`src/rtl/core/nprms_pkg.sv`:
```
// Package for the nearest-point RMS error unit.
// Holds sizes, action codes, controller states and command/status structs.
// Depends on nothing.
package nprms_pkg;

    localparam int MAX_POINTS = 1024;
    localparam int ADDR_W     = $clog2(MAX_POINTS);
    localparam int CNT_W      = ADDR_W + 1;
    localparam int FIELD_W    = 24;
    localparam int DIFF_W     = FIELD_W + 1;
    localparam int SQ_W       = 2 * FIELD_W + 1;
    localparam int DIST_W     = SQ_W + 1;
    localparam int SUM_W      = 64;
    localparam int BCOUNT_W   = 24;
    localparam int TCOUNT_W   = 32;
    localparam int ROOT_W     = SUM_W / 2;
    localparam int RMS_W      = 25;
    localparam int ENTRY_W    = 3 * FIELD_W;
    localparam int IN_DATA_W  = 72;
    localparam int OUT_DATA_W = 80;
    localparam int STEP_W     = 6;
    localparam int DIV_STEPS  = SUM_W;
    localparam int SQRT_STEPS = ROOT_W;

    typedef enum logic [1:0] {
        ACT_LOAD  = 2'd0,
        ACT_QUERY = 2'd1,
        ACT_CLOSE = 2'd2,
        ACT_CLEAR = 2'd3
    } action_t;

    typedef enum logic [3:0] {
        S_IDLE,
        S_SCAN,
        S_ERR,
        S_ACC,
        S_DIV,
        S_ROOT_INIT,
        S_SQRT,
        S_STORE,
        S_TOT_LOAD,
        S_FIN
    } state_t;

    typedef struct packed {
        logic load;
        logic clear_tot;
        logic query_start;
        logic scan_step;
        logic err_calc;
        logic acc;
        logic div_start;
        logic div_step;
        logic sel_total;
        logic sqrt_start;
        logic sqrt_step;
        logic store_block;
        logic out_load;
    } dp_cmd_t;

    typedef struct packed {
        logic scan_done;
        logic pipe_busy;
        logic out_free;
    } dp_sts_t;

endpackage

```
`src/rtl/core/nprms_ctrl.sv`:
```
// Controller state machine for the nearest-point RMS error unit.
// Depends on nprms_pkg.
module nprms_ctrl
    import nprms_pkg::*;
(
    input  logic    clk,
    input  logic    rst_n,
    input  logic    in_valid,
    input  logic [1:0] action,
    output logic    in_ready,
    input  dp_sts_t sts,
    output dp_cmd_t cmd
);

    state_t state_reg, state_next;
    logic [STEP_W-1:0] cnt_reg, cnt_next;
    logic sel_reg, sel_next;
    logic accept;
    action_t act;

    assign act    = action_t'(action);
    assign accept = in_valid && (state_reg == S_IDLE);

    always_ff @(posedge clk or negedge rst_n)
    begin
        if (!rst_n)
        begin
            state_reg <= S_IDLE;
            cnt_reg   <= '0;
            sel_reg   <= 1'b0;
        end
        else
        begin
            state_reg <= state_next;
            cnt_reg   <= cnt_next;
            sel_reg   <= sel_next;
        end
    end

    always_comb
    begin
        state_next = state_reg;
        cnt_next   = cnt_reg;
        sel_next   = sel_reg;
        unique case (state_reg)
            S_IDLE:
            begin
                if (accept && act == ACT_QUERY)
                begin
                    state_next = S_SCAN;
                end
                else if (accept && act == ACT_CLOSE)
                begin
                    state_next = S_DIV;
                    cnt_next   = '0;
                    sel_next   = 1'b0;
                end
            end
            S_SCAN:
            begin
                if (sts.scan_done && !sts.pipe_busy)
                begin
                    state_next = S_ERR;
                end
            end
            S_ERR:
            begin
                state_next = S_ACC;
            end
            S_ACC:
            begin
                state_next = S_IDLE;
            end
            S_DIV:
            begin
                cnt_next = cnt_reg + 1'b1;
                if (cnt_reg == STEP_W'(DIV_STEPS - 1))
                begin
                    state_next = S_ROOT_INIT;
                end
            end
            S_ROOT_INIT:
            begin
                state_next = S_SQRT;
                cnt_next   = '0;
            end
            S_SQRT:
            begin
                cnt_next = cnt_reg + 1'b1;
                if (cnt_reg == STEP_W'(SQRT_STEPS - 1))
                begin
                    cnt_next = '0;
                    if (sel_reg)
                    begin
                        state_next = S_FIN;
                    end
                    else
                    begin
                        state_next = S_STORE;
                    end
                end
            end
            S_STORE:
            begin
                state_next = S_TOT_LOAD;
                sel_next   = 1'b1;
            end
            S_TOT_LOAD:
            begin
                state_next = S_DIV;
                cnt_next   = '0;
            end
            S_FIN:
            begin
                if (sts.out_free)
                begin
                    state_next = S_IDLE;
                end
            end
            default:
            begin
                state_next = S_IDLE;
            end
        endcase
    end

    always_comb
    begin
        cmd      = '0;
        in_ready = 1'b0;
        cmd.sel_total = sel_reg;
        unique case (state_reg)
            S_IDLE:
            begin
                in_ready        = 1'b1;
                cmd.load        = accept && act == ACT_LOAD;
                cmd.clear_tot   = accept && act == ACT_CLEAR;
                cmd.query_start = accept && act == ACT_QUERY;
                cmd.div_start   = accept && act == ACT_CLOSE;
                cmd.sel_total   = 1'b0;
            end
            S_SCAN:      cmd.scan_step = 1'b1;
            S_ERR:       cmd.err_calc  = 1'b1;
            S_ACC:       cmd.acc       = 1'b1;
            S_DIV:       cmd.div_step  = 1'b1;
            S_ROOT_INIT: cmd.sqrt_start = 1'b1;
            S_SQRT:      cmd.sqrt_step = 1'b1;
            S_STORE:     cmd.store_block = 1'b1;
            S_TOT_LOAD:  cmd.div_start = 1'b1;
            S_FIN:       cmd.out_load = sts.out_free;
            default:     cmd = '0;
        endcase
    end

endmodule

```
`config.mk`:
```
export PLATFORM = sky130hd
export DESIGN_NAME = nprms_ctrl
export DESIGN_NICKNAME = d
export VERILOG_FILES = /design/src/rtl/core/nprms_pkg.sv /design/src/rtl/core/nprms_ctrl.sv
export SDC_FILE = /design/constraint.sdc
export NUM_CORES = 1
export LEC_CHECK = 0
export BUFFER_PORTS_ARGS = -buffer_cell sky130_fd_sc_hd__buf_2
export CAP_MARGIN = 25
export CORE_MARGIN = 2
export CORE_UTILIZATION = 51
export DETAILED_ROUTE_END_ITERATION = 12
export GPL_TIMING_DRIVEN = 1
export PLACE_DENSITY_LB_ADDON = 0.05
export REMOVE_ABC_BUFFERS = 1
export SYNTH_ARGS = -nofsm -noshare
export SYNTH_HDL_FRONTEND = slang
export SYNTH_SLANG_ARGS = --single-unit
```
`constraint.sdc`:
```
create_clock -name clk -period 2.05 [get_ports clk]
set_input_delay 0.41 -clock clk [delete_from_list [all_inputs] [get_ports clk]]
set_output_delay 0.41 -clock clk [all_outputs]
set_load 0.1 [all_outputs]
```
After elaboration in Yosys (flattened, before gate mapping)
Cells that the tools add are included.

Register bits: 11. Input bits: 8. Output and inout bits: 14. Logic and storage cells: 68.

$add $sub $neg: 1. Eq/ne operators: 21. Mux-type cells: 27. Reductions and logical operators: 16.

Operators with widths (count): $pmux W4 S9 (1); $mux W4 (7); $pmux W6 S4 (1); $mux W6 (3); $eq A4 B3 Y1 const B (4); $mux W1 (12); $ne A2 B2 Y1 const B (5); $reduce_or A9 Y1 (1); $eq A4 B2 Y1 const B (2); $eq A4 B4 Y1 const B (2); $add A6 B1 Y6 const B (1); $eq A6 B5 Y1 const B (1); $eq A6 B6 Y1 const B (1); $logic_and A1 B1 Y1 (6); $reduce_and A3 Y1 (2); $reduce_and A5 Y1 (1); $eq A2 B2 Y1 const B (2); $eq A4 B1 Y1 const B (1); $logic_not A4 Y1 (1); $pmux W1 S2 (2); $reduce_bool A4 Y1 (1); $mux W3 (1); $ne A3 B1 Y1 const B (1); $eq A2 B1 Y1 const B (1); 5 further kinds (5).

Depth between registers and ports, before layout
Gate-level depths: netlist of run 1.

Word-level depth: 6. Depth in mapped cells: 5. Depth with buffers taken out: 5.

Worst setup path before layout of run 1
Ideal clock, no wire load.

Kind: register to output. Start point: reg state_reg[0]. End point: out cmd[12] (netlist name). Arrival: 4921 ps. Required time: 1640 ps. Path slack: -3281 ps. Cell stages (with the launch flop): 5. Path buffers: 1. Path through: dfrtp_1 -> buf_6 -> nor4_2 -> and2_1 -> nor3b_1.

RTL lines: start, declared (RTL line nprms_ctrl.sv:15) `state_t state_reg, state_next;`; start signal, assigned (RTL line nprms_ctrl.sv:34) `state_reg <= state_next;`; end, declared (RTL line nprms_ctrl.sv:12) `output dp_cmd_t cmd`.

==> impl.org, run 1 <==
** Outcome
- Status :: finished, violations left
- The final reports fail on setup timing.

** Pwr
- Power per Cell Area :: 1616 nW/µm²
- Worst ir drop on vdd :: 1.080 mV
- Leakage :: 0.0005781 µW
- Fraction of power spent switching nets :: 53.83%
- Sequential Power Share :: 18.9%
- Internal power comes to 972.1 µW.
- The analysis attributes to net switching a power of 1133 µW.
- In this run, the combinational gates consume 74.1% of the power.
- Clock network fraction of total power :: 7.0%

** Timing
- Based on the critical path, the design can be clocked at up to 484.3 MHz.
- Final hold viol count :: 0
- TNS Setup :: -0.01466 ns
- Worst path setup slack after routing :: -0.01466 ns
- Counting I/O delays and the setup requirement, the final critical path takes 2.065 ns.
- RSZ-0062 raised after global routing :: yes
- In this run the tightest slew margin relative to its limit is 72.91%.
- At the pin with the least slew margin, the transition time is 0.4039 ns.
- Slew Limit Fails :: 0
- For the final database, setup skew stands at 0.003036 ns.
- Setup-failing EPs final :: 1
- Final Hold Slack :: 0.3267 ns
- Final worst-path cycle share :: 100.7%

** Worst setup path
- The cell family contributing the most delay on the critical path is simple AND/OR/NAND/NOR gates.
- Critical-path cell list :: nor4_4, and2_4, nor3b_4, buf_12
- STA classifies the critical path endpoint as an output port.
- Critical R2R Capture :: cnt_reg[5]
- Cell depth of the worst flop-to-flop path :: 5
- Reg2reg setup slack :: 0.41 ns
- STA classifies the critical path startpoint as a register.
- Among all stages on the critical path, the largest delay is contributed by sky130_fd_sc_hd__dfrtp_1.
- In this run the worst path has a maximum fanout of 4.
- In this design, the stage delay of the slowest critical-path cell is 0.42 ns.
- For the worst setup path, the data required time is 1.64 ns.
- Endpoint arrival time on the critical path :: 1.65 ns
- Buffers plus inverters on the worst setup path :: 1
- The startpoint identified for the worst register-to-register timing path is cnt_reg[0].
- Type of the setup path with the least slack :: reg2out

** Synth
- Yosys printed 0 warnings.
- Biggest area consumer among synthesized cells :: sky130_fd_sc_hd__dfrtp_1
- Area contributors post-synth :: sky130_fd_sc_hd__dfrtp_1 32%, sky130_fd_sc_hd__nor2_1 4.4%, sky130_fd_sc_hd__nand2_1 3.1%
- Simple logic cell fraction of the synthesized area :: 36.35%
- In the synthesized netlist the dominant register cell turns out to be sky130_fd_sc_hd__dfrtp_1.
- Most common library cells after synthesis :: 11 x sky130_fd_sc_hd__dfrtp_1, 10 x sky130_fd_sc_hd__nor2_1, 7 x sky130_fd_sc_hd__nand2_1
- Mean area per synthesized cell :: 8.486 µm²
- Synth top area share :: 32.12%
- After Yosys synthesis, XOR and XNOR cells account for 1.022% of the synthesized area.
- Counting every instance in the synthesized netlist gives 101.
- After synthesis, the netlist uses 46 different library cells.
- Area of the mapped netlist :: 857.1 µm²
- Summing the areas of all compound-gate instances in the mapped netlist gives 21.90% of the synthesized area.
- Main combinational cell family by area after synthesis :: simple AND/OR/NAND/NOR gates
- In the post-synthesis netlist, the cell with the most instances is sky130_fd_sc_hd__dfrtp_1.
- Multiplexer cells account for 1.168% of the synthesized area.
- Synthesis-stage register bit count :: 11
- Register area share after synthesis :: 32.12%
- Adder and majority cell fraction of the synthesized area :: 1.460%
- Post-synth EDFFs :: 0
- Counting flops with an async set or reset pin after synthesis yields a share of 100.0%.

** Cells and area
- Number of nets in the layout :: 139
- The number of antenna diodes in the final layout is 0.
- Fraction of final layout cells sized beyond drive strength 1 :: 38.76%
- Post-route non-filler standard cell count :: 145
- Post-synthesis to final-layout area growth :: 51.97%
- Filler cells :: 94
- Number of flip-flops in the largest register :: 6

** Floorplan
- The die is 45.00 µm wide.
- Once the floorplan was initialized, standard cells occupied 55.60% of the core.
- Placement Rows :: 14
- Number of placed I/O pins :: 22
- The core region is 1541 µm².
- The floorplan step set the die height to 45.00 µm.
- Die area :: 2025 µm²

** CTS
- Clk sink count :: 11
- The clock reaches the later pin of the worst-skew pair after 0.27 ns.
- Counting the buffers created by CTS gives 3.
- Post-CTS Setup Repair Bufs :: 0
- Clock-pin slew reported for the worst setup and hold paths after clock tree synthesis :: 0.06 ns
- The longest clock path from root to sink contains 2 buffers.
- TritonCTS built the clock tree.
- Buffer type at the clock tree root :: sky130_fd_sc_hd__clkbuf_4
- In this run the number of H-tree levels came out at 1.

** Drt
- Number of vias after detailed routing :: 886
- Wires add up to 2074 µm.
- In the routed design, unresolved DRC markers number 0.
- After detailed routing, the average wire length per cell comes to 14.30 µm.
- Iteration-0 DRC count of the detailed router :: 22
- The detail route stage leaves a number of antenna-violating nets equal to 0.
- Vias per cell :: 6.110
- Number of optimization iterations in the first detailed-route pass :: 4

** Placement
- DP Cell Count :: 140
- Count of input and output buffers :: 21
- Summed over all nets, the half-perimeter wirelength after detailed placement is 1566 µm.
- Routability Congestion :: 0.8043

** Worst hold path
- The worst hold path passes through 2 cells.
- Hold Path Class :: in2reg
- The path with the worst hold slack has its endpoint at state_reg[3].
- Critical hold path startpoint :: sts[0]

** GRT
- Largest net degree at the start of global routing :: 19
- After global routing the overflow that remains totals 0.
- First-pass GRT wire length :: 3553 µm
- Vias in the first global route :: 805
- Initial antenna violation count :: 0
- Global routing usage summed across all routing layers :: 24.27%

** Flow run
- The tool flagged a number of max-cap violations equal to 0.
==> cells by family (layout without fill, tap and decap cells) <==
group	count (synthesis)	in the layout
xor gates and xnor gates	1	1
DFF	11	11
adders and majority gates	1	1
AOI/OAI and AO/OA	25	25
buffers and inverters	9	37
muxes	1	1
and+or+nand+nor	53	53
==> layer usage <==
layer	vias to the layer above	part of all wire (%)	global-route usage, %	routed length, µm
met4	0	1.8	10.59	38
li1	434	-	-	-
met5	-	0	0	0
met2	31	48	37.14	1003
met3	4	6.3	5.200	130
met1	417	43	33.08	902
==> final cells by class <==
class	instances	area, µm²	share of cell area (%)
Sequential cell	11	275.3	21.13
Inverter	3	11.26	0.8646
Tap cell	16	20.02	1.537
Timing Repair Buffer	30	380.4	29.20
Clock buffer	4	26.28	2.017
Multi-Input combinational cell	81	589.3	45.24
==> worst max path at each step <==
stage / start / end / cells past startpoint
final: state_reg[0] / cmd[12] / 4
after global routing: state_reg[0] / cmd[12] / 4
after CTS: state_reg[0] / cmd[12] / 4
after detailed placement: state_reg[0] / cmd[12] / 4
after global placement: state_reg[0] / cmd[12] / 4
after floorplan: state_reg[0] / cmd[12] / 3
==> cells in the final DEF, fill, tap and decap left out, drive strengths merged, types with 3 or more instances in the layout <==
cell type  Yosys  final
buf            5     28
dfrtp         11     11
nor2          10     10
nand2          7      7
clkbuf         1      5
nand3          4      4
nor2b          4      4
and3           4      4
nor3           4      4
nand2b         3      3
a21oi          3      3
a211o          3      3
nand3b         3      3
a21o           3      3
inv            3      3
o21ai          3      3
or2            3      3
nor4           3      3
==> power by group through the flow <==
stage | clock [µW] | combinational, µW | sequential [µW]
floorplan | 0 | 835 | 424
global placement | 0 | 1480 | 380
detailed placement | 0 | 1500 | 389
CTS | 156 | 1520 | 394
global route | 163 | 1650 | 408
finish | 148 | 1560 | 398
==> what timing repair did <==
item | in CTS | in global routing
hold buffers | 1 | 0
gates cloned | 0 | 0
endpoints found under the hold margin | 11 | 0
gates resized for setup | 6 | 11
endpoints found under the setup margin | 3 | 10
==> worst reg2reg max path: stages, from the launching register on <==
cell and delay [ns]:
sky130_fd_sc_hd__dfrtp_1 0.39, sky130_fd_sc_hd__ha_1 0.22, sky130_fd_sc_hd__nand4_1 0.16, sky130_fd_sc_hd__o31ai_2 0.39, sky130_fd_sc_hd__nor3_1 0.10, sky130_fd_sc_hd__a211o_1 0.27
==> per-stage QoR <==
stage	area (µm²)	util, %	total power (µW)	setup slack (ns)
after detailed placement	1197	77.68	1893	0.09656
after global routing	1303	84.50	2225	-0.08023
after global placement	1197	77.68	1862	0.1500
final	1303	84.50	2105	-0.01466
after floorplan	817.0	-	1260	-3.375
after CTS	1261	81.82	2072	-0.01805
(Power assumes the default switching activity.)
==> inputs of run 2 (changes only) <==
--- a/config.mk
+++ b/config.mk
@@ -8,7 +8,7 @@
 export BUFFER_PORTS_ARGS = -buffer_cell sky130_fd_sc_hd__buf_2
 export CAP_MARGIN = 25
 export CORE_MARGIN = 2
-export CORE_UTILIZATION = 51
+export CORE_UTILIZATION = 23
 export DETAILED_ROUTE_END_ITERATION = 12
 export GPL_TIMING_DRIVEN = 1
 export PLACE_DENSITY_LB_ADDON = 0.05
==> run 2 against run 1 <==
The run now ends clean. Non-clock buffer count did not move. First-iteration DRC count rose by 55%. Fmax is 1.4% higher. Flip-flop and latch count unchanged. Critical path depth is the same. Combinational power barely moved. Highest routed layer unchanged. Worst hold slack got worse by 0.28 ns.
==> impl.org, run 2 (synthesis gave the netlist of run 1 again) <==
** Drt
- The first detailed-routing pass took 4 iterations.
- For this run, design rule violations remaining after detail routing come to 0.
- The detail route stage leaves a number of antenna-violating nets equal to 0.
- Number of vias after detailed routing :: 852
- In this run, the number of DRC markers left after iteration 0 of detailed routing was 34.
- Mean routed wirelength per cell :: 14.21 µm
- In the routed layout, each cell is associated on average with a via count of 4.814.
- The final layout contains routed wiring with a total length of 2516 µm.

** CTS
- Clock-pin slew reported for the worst setup and hold paths after clock tree synthesis :: 0.05 ns
- Clock tree synthesis found a total of 11 sinks.
- CTS built an H-tree with a depth of 1.
- Buffers inserted during clock tree synthesis total 3.
- The clock passes through at most 2 buffers.
- Buffer type at the clock tree root :: sky130_fd_sc_hd__clkbuf_8
- The clock reaches the later pin of the worst-skew pair after 0.24 ns.
- TritonCTS clock tree :: done
- Cts hold-fix bufs :: 0

** Timing
- Final critical path time including I/O delays and setup :: 2.036 ns
- For the pin with the worst max-slew slack, the measured transition is 0.4062 ns.
- Across the routed clock network, the largest skew measured is 0.0005010 ns.
- Setup-failing EPs final :: 0
- TNS Setup :: 0 ns
- The number of pins with negative max-slew slack in the final report came to 0.
- Timing would allow up to 491.2 MHz.
- In the finished design, the share of the clock period the worst path needs comes to 99.30%.
- Relative slew slack :: 72.76%
- RSZ-0062 raised after global routing :: yes
- Final hold viol count :: 0

** Pwr
- Leakage :: 0.0005863 µW
- IR analysis of the VDD net gives a maximum drop of 1.184 mV.
- The design draws 2201 µW.
- For this design the ratio of total power to cell area is 1620 nW/µm².

** Cells and area
- In the layout the commonest cells are 13 x sky130_fd_sc_hd__buf_12, 11 x sky130_fd_sc_hd__dfrtp_1.
- After the flow finishes, the layout carries non-filler instances totaling 177.
- Post-route core utilization :: 37.40%
- Multi-input logic area :: 585.6 µm²
- Fill cells in the final layout number 401.
- Summing all flip-flop and latch instances after layout gives 275.3 µm².
- Final non-filler cell area :: 1359 µm²
- Compared with the post-synthesis result, the final layout area differs by 58.54%.
- Inserted Diodes :: 0
- The library cell used most frequently in the layout, excluding fill and tap cells, is sky130_fd_sc_hd__buf_12.
- The register with the most flip-flops in the layout has 6 of them.
- Number of nets in the layout :: 139
- Fraction of final layout cells sized beyond drive strength 1 :: 37.21%

** Floorplan
- Effective utilization at floorplan :: 23.59%
- The die covers 4231 µm².
- The region available for standard cell placement spans 3633 µm².
- 22 I/O pins were placed.
- Vertical extent of the die :: 65.05 µm
- Overall die width :: 65.05 µm
- Placement Rows :: 22

** Outcome
- The flow ran to the end, and the final reports show no timing, DRC or antenna violations.

** Worst setup path
- Cell depth of the worst flop-to-flop path :: 5
- Broken down by cell family, the worst path's largest delay share belongs to simple AND/OR/NAND/NOR gates.
- The most critical setup path has its startpoint at state_reg[2].
- Buffers plus inverters on the worst setup path :: 1
- In this run the worst path has a maximum fanout of 4.
- Counting buffers and inverters, the worst setup path is 4 cells deep.
- The signal on the critical path passes through nor4_4, and2_4, nor3b_4, buf_12.
- STA classifies the critical path endpoint as an output port.
- The largest individual stage delay along the critical path comes from the cell sky130_fd_sc_hd__dfrtp_1.
- The worst setup path is of the reg2out kind.
- The worst setup path is launched from a register.
- Endpoint arrival time on the critical path :: 1.63 ns
- Worst EP required :: 1.64 ns
- Delay of the slowest critical-path stage :: 0.41 ns
- Startpoint of the worst register-to-register path :: cnt_reg[0]

** Placement
- Port buffering added 21 buffers.
- Routability-driven placement finished with a final weighted congestion of 0.6874.
- Dpl hpwl :: 1880 µm
- Once placement completed, the tool counted placed cells totaling 171.
- Summing all placed instances gives a cell area of 1230 µm².

** Worst hold path
- Hold Path Class :: in2async

** GRT
- Global routing usage summed across all routing layers :: 13.24%
- Total grt overflow :: 0
- The first global-routing pass estimated 4340 µm of wire.
- Largest net degree at the start of global routing :: 19
- The number of global-route vias before repair is 918.
- The initial antenna violation count was 0.

** Flow run
- The tool flagged a number of max-cap violations equal to 0.
==> run 2: through the flow <==
step           hold slack, ns  worst slack (ns)
2_1_floorplan          0.1144            -3.375
3_3_place_gp           0.3016            0.1321
5_1_grt               0.05277          -0.05643
3_5_place_dp           0.3073           0.08508
4_1_cts               0.04965        -0.0007728
6_report              0.04429           0.01426
==> run 2: report_power, final <==
group          internal (µW)  switching [µW]
clock network            137            85.0
logic                    585             991
registers                301             101
==> run 2: worst register-to-register path: cells and delay by family, from the launching register on <==
kind | cells | cell delay, ns
AO/OA/AOI/OAI | 2 | 0.67
adder cells (fa/ha/maj) | 1 | 0.23
flip-flops | 1 | 0.39
AND/OR/NAND/NOR | 2 | 0.28
==> run 2: final timing paths <==
kind / slack [ns] / to
setup / recovery: 0.01 / cmd[12]
hold / removal: 0.04 / cnt_reg[0]
setup reg to reg: 0.38 / cnt_reg[5]
hold reg to reg: 0.51 / cnt_reg[0]
max in group asynchronous: 1.79 / state_reg[0]
min in group clk: 0.37 / state_reg[3]
==> run 2: repair_timing <==
| action | in CTS | in global routing |
|---|---|---|
| pin swaps | 0 | 1 |
| setup buffers | 0 | 2 |
| setup endpoints to repair | 3 | 9 |
| resized for setup | 8 | 9 |
==> run 2: routing by layer <==
layer	track usage (%)	part of all wire, %	vias to the layer above
met5	0	0	-
met4	5.469	1.1	0
met3	1.389	2.3	2
met2	22.55	50	12
met1	17.00	47	411
li1	-	-	427
==> run 2: layout make-up <==
class / count / area share (%)
Multi-Input combinational cell: 81 / 43.09
Timing Repair Buffer: 30 / 28.08
Tap cell: 48 / 4.420
Sequential cell: 11 / 20.26
Inverter: 3 / 0.8287
Clock buffer: 4 / 3.315
